$ cat src/hw/rtl/npc_pkg.sv
// Shared types, codes and helpers for the nearest palette color block.
package npc_pkg;

    localparam int CH_W   = 8;
    localparam int IDX_W  = 5;
    localparam int DIST_W = 18;
    localparam int OP_W   = 2;
    localparam int STAT_W = 2;
    localparam int SQ_W   = 2 * CH_W;

    // operation codes
    localparam logic [OP_W-1:0] OP_WRITE = 2'd0;
    localparam logic [OP_W-1:0] OP_QUERY = 2'd1;
    localparam logic [OP_W-1:0] OP_MIX   = 2'd2;

    // result status codes
    localparam logic [STAT_W-1:0] STAT_FOUND     = 2'd0;
    localparam logic [STAT_W-1:0] STAT_EMPTY     = 2'd1;
    localparam logic [STAT_W-1:0] STAT_UNWRITTEN = 2'd2;

    typedef enum logic [1:0] {
        S_IDLE,
        S_GATHER,
        S_SEARCH,
        S_FLUSH
    } fsm_state_t;

    typedef struct packed {
        logic [CH_W-1:0] r;
        logic [CH_W-1:0] g;
        logic [CH_W-1:0] b;
    } rgb_t;

    // palette write broadcast to every cell
    typedef struct packed {
        logic             en;
        logic [IDX_W-1:0] idx;
        rgb_t             color;
    } wr_t;

    // token that walks the cell chain
    typedef struct packed {
        logic              valid;
        logic              gather;  // 1: collect mix operands, 0: distance search
        rgb_t              color;
        logic              any;
        logic [DIST_W-1:0] sq_dist;
        logic [IDX_W-1:0]  idx;
        logic [IDX_W-1:0]  idx_a;
        logic [IDX_W-1:0]  idx_b;
        rgb_t              col_a;
        rgb_t              col_b;
        logic              ok_a;
        logic              ok_b;
    } token_t;

    function automatic logic [SQ_W-1:0] sq_diff(input logic [CH_W-1:0] a,
                                                input logic [CH_W-1:0] b);
        logic [CH_W-1:0] d;
        d = (a > b) ? (a - b) : (b - a);
        return SQ_W'(d) * SQ_W'(d);
    endfunction

endpackage

$ cat src/hw/rtl/npc_cell.sv
// One chain cell: holds a palette entry and updates the passing token.
module npc_cell #(
    parameter int CELL_ID = 0
) (
    input  logic           clk,
    input  logic           rst_n,
    input  npc_pkg::wr_t   wr,
    input  npc_pkg::token_t tok_in,
    output npc_pkg::token_t tok_out
);
    import npc_pkg::*;

    localparam logic [IDX_W-1:0] MY_IDX = IDX_W'(CELL_ID);

    rgb_t              entry_reg;
    logic              entry_vld_reg;
    token_t            tok_reg;
    token_t            tok_next;
    logic              tok_vld_reg;
    logic              wr_hit;
    logic [DIST_W-1:0] cand_dist;

    assign wr_hit = wr.en && (int'(wr.idx) == CELL_ID);

    assign cand_dist = DIST_W'(sq_diff(entry_reg.r, tok_in.color.r))
                     + DIST_W'(sq_diff(entry_reg.g, tok_in.color.g))
                     + DIST_W'(sq_diff(entry_reg.b, tok_in.color.b));

    always_comb
    begin
        tok_next = tok_in;
        if (tok_in.gather)
        begin
            if (entry_vld_reg && (int'(tok_in.idx_a) == CELL_ID))
            begin
                tok_next.col_a = entry_reg;
                tok_next.ok_a  = 1'b1;
            end
            if (entry_vld_reg && (int'(tok_in.idx_b) == CELL_ID))
            begin
                tok_next.col_b = entry_reg;
                tok_next.ok_b  = 1'b1;
            end
        end
        else if (entry_vld_reg && (!tok_in.any || (cand_dist < tok_in.sq_dist)))
        begin
            // strict compare: an earlier (lower) index keeps a tie
            tok_next.any     = 1'b1;
            tok_next.sq_dist = cand_dist;
            tok_next.idx     = MY_IDX;
        end
    end

    always_ff @(posedge clk or negedge rst_n)
    begin
        if (!rst_n)
        begin
            entry_vld_reg <= 1'b0;
            tok_vld_reg   <= 1'b0;
        end
        else
        begin
            if (wr_hit)
            begin
                entry_vld_reg <= 1'b1;
            end
            tok_vld_reg <= tok_in.valid;
        end
    end

    always_ff @(posedge clk)
    begin
        if (wr_hit)
        begin
            entry_reg <= wr.color;
        end
        tok_reg <= tok_next;
    end

    always_comb
    begin
        tok_out       = tok_reg;
        tok_out.valid = tok_vld_reg;
    end

endmodule

$ cat config.mk
export PLATFORM = sky130hd
export DESIGN_NAME = npc_cell
export DESIGN_NICKNAME = d
export VERILOG_FILES = /design/src/hw/rtl/npc_pkg.sv /design/src/hw/rtl/npc_cell.sv
export SDC_FILE = /design/constraint.sdc
export NUM_CORES = 1
export LEC_CHECK = 0
export BUFFER_PORTS_ARGS = -buffer_cell sky130_fd_sc_hd__clkbuf_2
export CORE_MARGIN = 4
export CORE_UTILIZATION = 51
export DETAILED_ROUTE_END_ITERATION = 7
export GPL_TIMING_DRIVEN = 0
export PLACE_DENSITY = 0.79
export SYNTH_ARGS = -nofsm -noshare
export SYNTH_HDL_FRONTEND = slang
export SYNTH_SLANG_ARGS = --single-unit
$ cat constraint.sdc
create_clock -name clk -period 9.2 [get_ports clk]
set_input_delay 0.92 -clock clk [delete_from_list [all_inputs] [get_ports clk]]
set_output_delay 0.92 -clock clk [all_outputs]
set_load 0.1 [all_outputs]
==> results of run 1 <==
==> how the worst max path moves through the flow <==
stage                   to  slack [ns]  cells after the start
6_report       tok_out[78]       -0.11                     42
5_1_grt        tok_out[78]       -0.41                     38
4_1_cts        tok_out[70]       -0.06                     37
3_5_place_dp   tok_out[70]       -1.21                     36
3_3_place_gp   tok_out[68]       -1.12                     36
2_1_floorplan  tok_out[68]       0.001                     36
==> stage by stage <==
| stage | utilization (%) | setup TNS, ns | hold WS, ns | setup WS [ns] | cells |
|---|---|---|---|---|---|
| after floorplan | - | 0 | 0.4643 | 0.001418 | 1181 |
| after global placement | 60.87 | -23.50 | 0.4865 | -1.118 | 1712 |
| after detailed placement | 61.00 | -25.19 | 0.4825 | -1.212 | 1714 |
| after CTS | 67.71 | -0.8900 | 0.2814 | -0.05738 | 1804 |
| after global routing | 69.64 | -8.813 | 0.2684 | -0.4140 | 1828 |
| final | 69.64 | -1.655 | 0.2883 | -0.1057 | 1828 |
==> logic make-up after synthesis <==
logic type / after synthesis / share of synthesized area, %
AO/OA/AOI/OAI: 155 / 8.702
flip-flops: 135 / 25.38
buffers and inverters: 307 / 10.15
XOR/XNOR: 34 / 2.625
multiplexers: 61 / 5.744
AND/OR/NAND/NOR: 210 / 8.476
adder cells (fa/ha/maj): 279 / 38.92
==> cells in the mapped netlist, types with 3 or more instances <==
library cell    n  area [sq um]
nor2b_1         5         31.28
o31ai_1         4         30.03
o21a_1          3         22.52
xnor2_1        20         175.2
a31oi_1         4         25.02
xor2_1         13         113.9
a211oi_1        6         45.04
dfxtp_1       109          2182
nand2b_1       16         100.1
and4_1          4         35.03
mux2i_1        15         150.1
or2_2          12         75.07
and2_1          3         18.77
a21o_1         24         180.2
nand3_1         6         30.03
nor2_1         86         322.8
and3_1          4         25.02
or4_1           3         22.52
inv_1         278          1044
fa_1          138          2763
mux2_2         46         518.0
edfxtp_1       24         720.7
nor3_1          6         30.03
nand2_1        52         195.2
a21oi_1        40         200.2
clkbuf_1       12         45.04
a221oi_1        3         26.28
ha_1          141          1764
buf_2          11         55.05
o21bai_1        6         45.04
o21ai_0        40         200.2
nand4_1         3         18.77
==> layer usage <==
layer	global-route usage (%)	vias up	wire (um)
li1	-	4439	-
met2	46.02	412	17130
met3	6.472	70	2285
met5	0	-	0
met1	29.33	4655	12720
met4	7.771	0	1019
==> final cells by class <==
class | instances | area [sq um] | area share, %
clock inverters | 14 | 155.1 | 1.005
multi-input cells | 739 | 8289 | 53.71
flip-flops and latches | 135 | 2953 | 19.13
plain buffers | 20 | 180.2 | 1.168
repair buffers | 341 | 2007 | 13.00
well taps | 280 | 350.3 | 2.270
clock buffers | 18 | 439.2 | 2.846
inverters | 281 | 1059 | 6.859
==> repair_timing <==
| item | in CTS | in global routing |
|---|---|---|
| buffers inserted | 60 | 26 |
| hold buffers | 0 | 0 |
| resized for setup | 97 | 67 |
| endpoints found under the setup margin | 23 | 23 |
| pin swaps | 68 | 52 |
| cloned | 2 | 1 |
==> worst max-delay path, delay by kind of cell <==
family / cells / cell delay (ns)
AOI/OAI and AO/OA: 12 / 2.05
adders and majority gates: 11 / 4.29
muxes: 2 / 0.50
xor gates and xnor gates: 2 / 0.31
and+or+nand+nor: 2 / 0.27
buffers and inverters: 13 / 1.25
==> metrics.csv, run 1 <==
metric,value,unit
status,"finished, violations left",
failing checks,setup timing,
clock root cell,clkbuf_16,
"EDFF count, synth",24,
net count after synthesis,1602,
Die W,159.0,um
FF-to-FF Start,entry_reg[0],
area grow syn2layout,32.67,%
mapped cell area,0.01163,sq mm
final wirelength,33160,um
most frequent cells in the layout,"inv_1 (256), clkbuf_2 (245), ha_1 (125)",
Port-buffer cells,251,
initial antenna violation count,0,
drt drc,0,
number of H-tree levels,4,
design area,0.01543,sq mm
required time worst endpoint,9.52,ns
DRT Pass-1 Iters,4,
Die Y,159.0,um
Final Cycle Share,101.1,%
Num CTS Buffers,17,
wire length of the first global-routing pass,51620,um
Synth cell types,65,
Slew Limit Fails,0,
FP Rows,54,
nets@finish,1956,
Max Cap Viol,0,
largest net degree at the start of global routing,17,
WL/cell,18.14,um
via count,9576,
maximum buffer depth of the clock tree,2,
IO Pins,252,
fillcell total,1510,
Worst-Margin Slew,1.191,ns
#FFs+latches synth,135,
share of layout cells above drive strength 1,37.79,%
RSZ-0062 raised after global routing,true,
CP endpoint kind,register,
Worst Setup SP,tok_in[84],
Fmax,107.5,MHz
sequential area share after synthesis,25.38,%
ant diodes,0,
setup violators final,22,
setup ws final,-0.1057,ns
DP Wirelength,24770,um
Fin. Hold Viols,0,
GRT overflow,0,
Initial Util,52.49,%
Slowest cell on crit path,fa_1,
Clock transition at path regs,0.07,ns
R2R cell count,42,
Worst EP arrival,9.62,ns
vias in the first global route,10280,
DR iter-0 viols,463,
Relative slew margins,19.96,%
Clock Skews,0.01151,ns
WS Path Type,input port to register,
core area,0.02216,sq mm
Die Footprint,0.02529,sq mm
reg2reg end,tok_out[78],
Placement Cell Area,0.01352,sq mm
"Clk Latency, worst-skew pair",0.44,ns
startpoint type of the worst setup path,input port,
largest stage delay on the critical path,0.52,ns
overall routing resource usage,25.31,%
CTS Sinks,135,
routability cong.,0.9180,
Syn Inst Count,1181,
Via density,5.239,
CTS tree,done,
Critical Path Fanout Max,7,
Final Critical Period,9.306,ns
"commonest non-fill, non-tap cell in the layout",inv_1,
syn_area_per_cell,9.850,sq um
"Async S/R FF share, synth",1.481,%
Ys Warns,0,
Routed Antenna Nets,0,
min-delay worst type,input port to asynchronous set/reset pin,
max reg flops,109,
"reg-to-reg slack, setup",-0.04,ns
top_reg_cell synth,dfxtp_1,
Power of run 1 is not shown: default switching activity piles up to over one toggle a cycle in this logic, so the estimate is an artifact.
==> run 2: changes to the inputs <==
==> constraint.sdc (replaced) <==
create_clock -name clk -period 8.2 [get_ports clk]
set_input_delay 0.82 -clock clk [delete_from_list [all_inputs] [get_ports clk]]
set_output_delay 0.82 -clock clk [all_outputs]
set_load 0.1 [all_outputs]
==> metrics.csv, run 2 (synthesized netlist as in run 1, its figures left out) <==
metric,value,unit,change
DRT Pass-1 Iters,5,,+1
RSZ-0062 raised after global routing,true,,
"Clk Latency, worst-skew pair",0.44,ns,about the same
Worst-Margin Slew,0.9788,ns,-0.2127 ns
max reg flops,109,,unchanged
Critical Path Fanout Max,7,,unchanged
GRT overflow,0,,unchanged
Port-buffer cells,251,,unchanged
area of the multi-input gates,0.008205,sq mm,-1.0%
clock root cell,clkbuf_16,,
Placement Cell Area,0.01361,sq mm,+0.69%
Post-Layout Cell Count,1804,,-1.3%
CTS Sinks,135,,unchanged
failing checks,setup timing,,
Final Cycle Share,116.3,%,
wire length of the first global-routing pass,50150,um,-2.8%
Post-CTS Hold Buffers,0,,unchanged
CP most frequent cell,fa_2,,
min-delay worst type,input port to asynchronous set/reset pin,,
nets@finish,1932,,-1.2%
design area,0.01512,sq mm,-2.0%
initial antenna violation count,0,,unchanged
Die W,159.0,um,unchanged
Max Cap Viol,0,,unchanged
Die Y,159.0,um,unchanged
area grow syn2layout,30.01,%,
share of layout cells above drive strength 1,35.50,%,-2.3 points
Fmax,104.9,MHz,
CP endpoint kind,register,,
Final Critical Period,9.533,ns,
Routed Antenna Nets,0,,unchanged
Relative slew margins,34.25,%,+14 points
routability cong.,0.9086,,-1.0%
via count,9324,,-2.6%
required time worst endpoint,8.52,ns,-1.00 ns
DR iter-0 viols,439,,-5.2%
setup ws final,-1.333,ns,-1.228 ns
overall routing resource usage,24.49,%,-0.82 points
Via density,5.169,,-1.3%
ant diodes,0,,unchanged
DP Wirelength,24630,um,-0.56%
Clock transition at path regs,0.07,ns,about the same
startpoint type of the worst setup path,register,,
final wirelength,31350,um,-5.4%
status,"finished, violations left",,
register area,0.002953,sq mm,unchanged
vias in the first global route,10200,,-0.79%
Slowest cell on crit path,fa_2,,
largest stage delay on the critical path,0.57,ns,+0.05 ns
maximum buffer depth of the clock tree,2,,unchanged
FP Rows,54,,unchanged
IO Pins,252,,unchanged
Die Footprint,0.02529,sq mm,unchanged
Num CTS Buffers,17,,unchanged
largest net degree at the start of global routing,18,,+1
Slew Limit Fails,0,,unchanged
Fin. Hold Viols,0,,unchanged
Clock Skews,0.01606,ns,+0.004546 ns
"commonest non-fill, non-tap cell in the layout",inv_1,,
drt drc,0,,unchanged
number of H-tree levels,4,,unchanged
most frequent cells in the layout,"inv_1 (262), clkbuf_2 (250), ha_1 (127)",,
Initial Util,52.49,%,unchanged
WS Path Type,register to register,,
dpl ws,-2.440,ns,-1.229 ns
placed cell count,1714,,unchanged
WL/cell,17.38,um,-4.2%
setup violators final,23,,+4.5%
Final Core Density,68.24,%,-1.4 points
fillcell total,1635,,+8.3%
core area,0.02216,sq mm,unchanged
CTS tree,done,,
Worst EP arrival,9.85,ns,+0.23 ns
run 2: layer usage:
metal	global-route usage, %	share of wire, %	up-vias
met5	0	0	-
met4	6.469	2.3	0
met3	7.015	7.8	59
met2	43.74	51	345
met1	29.01	39	4536
li1	-	-	4384
run 2: per-stage QoR:
step | TNS, ns | hold WS (ns)
4_1_cts | -26.44 | 0.1556
6_report | -29.58 | 0.1627
3_5_place_dp | -53.59 | 0.4930
2_1_floorplan | -17.72 | 0.4643
3_3_place_gp | -50.85 | 0.4854
5_1_grt | -36.26 | 0.1528
run 2: area by class of cell:
type / instances / share of cell area, %
Inverter: 281 / 7.008
Clock buffer: 17 / 2.813
Tap cell: 280 / 2.317
Multi-Input combinational cell: 739 / 54.26
Sequential cell: 135 / 19.53
Clock inverter: 15 / 1.183
Timing Repair Buffer: 314 / 11.76
Buffer: 23 / 1.142
run 2: what timing repair did:
| item | 4_1_cts | 5_1_grt |
|---|---|---|
| setup endpoints to repair | 23 | 23 |
| cloned | 2 | 0 |
| pin swaps | 35 | 33 |
| buffers inserted | 40 | 19 |
| resized for setup | 50 | 52 |
run 2: final timing paths:
check                                      to  slack, ns     startpoint  cells after the start
worst min register to register  entry_vld_reg       0.51  entry_vld_reg                      1
min in group clk                  tok_vld_reg       0.49    tok_in[109]                      1
worst max register to register    tok_out[68]      -1.33   entry_reg[8]                     36
max in group asynchronous       entry_vld_reg       7.94          rst_n                      1
worst min-delay path              tok_vld_reg       0.16          rst_n                      1
worst max-delay path              tok_out[68]      -1.33   entry_reg[8]                     36
run 2: critical path: cells and delay by family, from the launching register on:
kind | cells | cell delay [ns]
AO/OA/AOI/OAI | 14 | 2.65
XOR/XNOR | 2 | 0.35
adder cells (fa/ha/maj) | 11 | 4.64
buffers and inverters | 7 | 0.65
flip-flops | 1 | 0.52
multiplexers | 1 | 0.31
AND/OR/NAND/NOR | 1 | 0.27
Power of run 2 is left out for the same reason.
